## src/rtl/dafrag_pkg.sv

```systemverilog
// ----------------------------------------------------------------------------
// dafrag_pkg
// shared types and constants of the depth / alpha fragment test block
// ----------------------------------------------------------------------------
`default_nettype none

package dafrag_pkg;

  localparam int DEF_MAX_WIDTH  = 256;
  localparam int DEF_MAX_HEIGHT = 256;

  localparam int COORD_W = 12;
  localparam int DEPTH_W = 16;
  localparam int RGB_W   = 24;
  localparam int ALPHA_W = 8;
  localparam int PIX_W   = 8;
  localparam int OC_W    = 3;
  localparam int SURF_W  = 9;
  localparam int CFG_IDX_W  = 3;
  localparam int CFG_DATA_W = 9;

  localparam logic [SURF_W-1:0] SURF_RESET = SURF_W'(256);

  typedef enum logic [OC_W-1:0] {
    OC_PASS    = 3'd0,
    OC_BOUNDS  = 3'd1,
    OC_DISCARD = 3'd2,
    OC_ALPHA   = 3'd3,
    OC_DEPTH   = 3'd4
  } outcome_t;

  typedef enum logic [CFG_IDX_W-1:0] {
    REG_DEPTH_TEST_EN = 3'd0,
    REG_EARLY_DEPTH   = 3'd1,
    REG_DEPTH_WR_OFF  = 3'd2,
    REG_COLOR_WR_OFF  = 3'd3,
    REG_ALPHA_TEST_EN = 3'd4,
    REG_ALPHA_THRESH  = 3'd5,
    REG_SURF_WIDTH    = 3'd6,
    REG_SURF_HEIGHT   = 3'd7
  } cfg_idx_t;

  // controller to datapath
  typedef struct packed {
    logic capture;  // latch the accepted item
    logic rd;       // read the depth word of the item
    logic commit;   // test, update depth, load result register
  } dp_cmd_t;

  // datapath to controller
  typedef struct packed {
    logic out_free; // result register can take a new result this cycle
  } dp_stat_t;

endpackage

`default_nettype wire

```

## src/rtl/dafrag_ctrl.sv

```systemverilog
// ----------------------------------------------------------------------------
// dafrag_ctrl
// sequencer: accept item, read depth word, test and commit result
// ----------------------------------------------------------------------------
`default_nettype none

module dafrag_ctrl
  import dafrag_pkg::*;
(
  input  wire logic     clk,
  input  wire logic     rst_n,
  input  wire logic     in_valid,
  output logic          in_ready,
  input  wire dp_stat_t stat,
  output dp_cmd_t       cmd
);

  typedef enum logic [1:0] {
    S_IDLE,
    S_READ,
    S_EVAL
  } state_t;

  state_t state_r;
  logic   in_ready_r;

  always_comb begin
    cmd.capture = in_valid && in_ready_r;
    cmd.rd      = (state_r == S_READ);
    cmd.commit  = (state_r == S_EVAL) && stat.out_free;
  end

  // no item is taken while reset is held
  assign in_ready = in_ready_r && rst_n;

  always_ff @(posedge clk) begin
    if (!rst_n) begin
      state_r    <= S_IDLE;
      in_ready_r <= 1'b1;
    end else begin
      unique case (state_r)
        S_IDLE: begin
          if (in_valid) begin
            state_r    <= S_READ;
            in_ready_r <= 1'b0;
          end
        end
        S_READ: begin
          state_r <= S_EVAL;
        end
        S_EVAL: begin
          // hold until the result register is free
          if (stat.out_free) begin
            state_r    <= S_IDLE;
            in_ready_r <= 1'b1;
          end
        end
        default: begin
          state_r    <= S_IDLE;
          in_ready_r <= 1'b1;
        end
      endcase
    end
  end

endmodule

`default_nettype wire

```

## config.mk

```make
export PLATFORM = sky130hd
export DESIGN_NAME = dafrag_ctrl
export DESIGN_NICKNAME = d
export VERILOG_FILES = /design/src/rtl/dafrag_pkg.sv /design/src/rtl/dafrag_ctrl.sv
export SDC_FILE = /design/constraint.sdc
export NUM_CORES = 1
export LEC_CHECK = 0
export BUFFER_PORTS_ARGS = -buffer_cell sky130_fd_sc_hd__clkbuf_2
export CORE_AREA = 2 2 39 41
export DETAILED_ROUTE_END_ITERATION = 12
export DIE_AREA = 0 0 41 43
export GPL_TIMING_DRIVEN = 0
export HOLD_SLACK_MARGIN = 0.02
export PLACE_DENSITY = 0.3
export SLEW_MARGIN = 10
export SYNTH_ARGS = -nofsm -noshare
export SYNTH_HDL_FRONTEND = slang
export SYNTH_SLANG_ARGS = --single-unit
```

## constraint.sdc

```tcl
create_clock -name clk -period 0.8 [get_ports clk]
set_input_delay 0.04 -clock clk [delete_from_list [all_inputs] [get_ports clk]]
set_output_delay 0.04 -clock clk [all_outputs]
set_load 0.03 [all_outputs]
```

==> impl_metrics.csv <==
group,metric,value,unit
power_and_ir_drop,vdd_ir_drop_max,680.5,uV
yosys,syn_nets,17,
setup_path,endpoint_kind,"output pin",
cells_and_area,multi_input_area,86.33,sq um
placement,placed_cells,36,
clock_network,clk_pin_slew,0.04,ns
placement,pre_cts_ws,-0.04660,ns
yosys,synth_fa_ha_area_frac,0,
timing,drv_slew,0,
yosys,ys.warnings.count,0,
global_route,grt_max_degree,6,
clock_network,ctsHoldBuffers,0,
clock_network,cts_setup_buffers,0,
setup_path,crit_fanout,5,
run_status,outcome,"finished, violations left",
yosys,synth_xor_area_frac,0,
routing,drt_wl_total,366,um
routing,antenna_left,0,
clock_network,clk-insertion-delay-late,0.23,ns
floorplanning,die_y,43,um
global_route,grtUsageTotal,0.05416,
floorplanning,floorplan.rows,14,
cells_and_area,nets,29,
timing,hold_viol,0,
clock_network,cts_tree,"yes",
timing,finalCritPeriodShare,1.219,
cells_and_area,antenna_cells,0,
routing,vias,145,
global_route,grt-ovfl-total,0,
yosys,synthMuxAreaShare,0,
timing,tns,-0.3813,ns
routing,drcViolationCount,0,
timing,period_needed,0.9756,ns
placement,gp_routability_congestion,0.5803,
run,max_cap_violations,0,
setup_path,rr_worst_depth,2,
yosys,synth.avg_cell_area,10.49,sq um
floorplanning,core,1384,sq um
power_and_ir_drop,power.total,569.7,uW
yosys,yosys.area_share.simple,0.3486,
routing,viasPerCell,3.625,
setup_path,startpoint_type,"flop",
cells_and_area,syn_to_final_growth,103.7,%
clock_network,cts_root_buf,"clkbuf_4",
hold_path,hold_class,"in2reg",
yosys,synth_top_family_by_area,"simple AND/OR/NAND/NOR gates",
run_status,violations,"setup timing",
power_and_ir_drop,p_leak,0.0001223,uW
yosys,synth_compound_gate_area_share,0.1835,
cells_and_area,fillCellCount,157,
clock_network,htreeDepth,1,
timing,timing.fmax,1025,MHz
yosys,ys_seq_area_frac,0.4404,
floorplanning,ios,8,
clock_network,cts_buffer_depth,2,
global_route,antenna_found_initial,0,
timing,rsz0062_at_grt,"true",
hold_path,hold_depth,2,
timing,skew,0.001017,ns
cells_and_area,drive_gt1_frac,0.7500,
yosys,syn_area,136.4,sq um
cells_and_area,post_layout_nonfiller_instances,40,
yosys,yosysUniqueCellTypes,10,
setup_path,required,0.76,ns
clock_network,cts_buffers,3,
routing,first_pass_iters,4,
floorplanning,start_util,0.09855,
power_and_ir_drop,powerDensity,2051,nW/um^2
cells_and_area,regArea,66.31,sq um
timing,worst_slew_pin_slew,0.1970,ns
setup_path,timing_worst_setup_path_type,"reg2out",
floorplanning,die_area,1763,sq um
cells_and_area,fin_util,0.2007,
floorplanning,dieWidth,41,um
setup_path,crit_arrival,0.94,ns
yosys,syn_inst,13,
yosys,ys_ff_latch,3,
routing,wl_per_cell,9.150,um
timing,finalSetupViolCount,5,
placement,io_buffers,7,
global_route,grt_pass1_vias,136,
routing,dr.first_iter.drc_count,7,
clock_network,clock-sinks,3,
timing,slew_headroom,0.8673,
timing,fin_ws,-0.1756,ns
global_route,grt_pass1_wl,552,um
## power by group
group / internal [uW] / switching [uW] / total (uW)
Sequential: 163 / 11.4 / 175
Combinational: 71.1 / 58.1 / 129
Clock: 187 / 78.7 / 266
## routing by layer
layer | up-vias | track usage | share of wire
met3 | 2 | 0.04712 | 0.082
met1 | 67 | 0.06090 | 0.46
met4 | 0 | 0.06000 | 0.011
li1 | 68 | - | -
met5 | - | 0 | 0
met2 | 8 | 0.05313 | 0.44
## placed cells by master, fill, tap and decap left out, drive strengths merged
cell / count
dfxtp: 3
and2: 2
and3b: 1
and4bb: 1
clkbuf: 7
o21a: 1
nor3b: 1
inv: 1
o21ai: 1
buf: 4
a31oi: 1
nor2b: 1
## final cells by class
class / count / area share
multi-input cells: 9 / 0.3108
repair buffers: 7 / 0.2703
flip-flops and latches: 3 / 0.2387
clock buffers: 4 / 0.09459
well taps: 16 / 0.07207
inverters: 1 / 0.01351
## worst paths after layout
kind,startpoint,to,slack (ns)
worst max register to register,state_r[1],in_ready_r,-0.01
worst max-delay path,state_r[0],cmd[0],-0.18
worst min register to register,in_ready_r,in_ready_r,0.49
worst min-delay path,rst_n,in_ready_r,0.07
## kinds of logic after synthesis
kind of cell,Yosys count
AO/OA/AOI/OAI,3
flip-flops,3
buffers and inverters,1
AND/OR/NAND/NOR,6
## sequential cells by signal (all words and copies together), names as in the netlist
name,cells
in_ready_r,1
state_r,2
## cells in the mapped netlist
cell	count	area [sq um]
a31oi_2	1	12.51
o21a_1	1	7.510
and2_1	2	12.51
and4bb_1	1	12.51
inv_1	1	3.750
nor3b_1	1	7.510
o21ai_0	1	5.000
nor2b_1	1	6.260
dfxtp_1	3	60.06
and3b_1	1	8.760
## repair_timing
action                     in CTS  in global routing
resized for setup              13                  6
pin swaps                       2                  1
setup endpoints to repair       6                  6
## critical path: stages, from the launching register on
cell and delay (ns):
dfxtp_2 0.34, and3b_2 0.22, buf_8 0.13
## per-stage QoR
stage | hold WS (ns) | cell area (sq um)
2_1_floorplan | 0.1527 | 143.9
3_3_place_gp | 0.3008 | 198.9
3_5_place_dp | 0.3113 | 198.9
4_1_cts | 0.07152 | 269.0
5_1_grt | 0.07911 | 277.8
6_report | 0.07116 | 277.8
(Power assumes the default switching activity.)
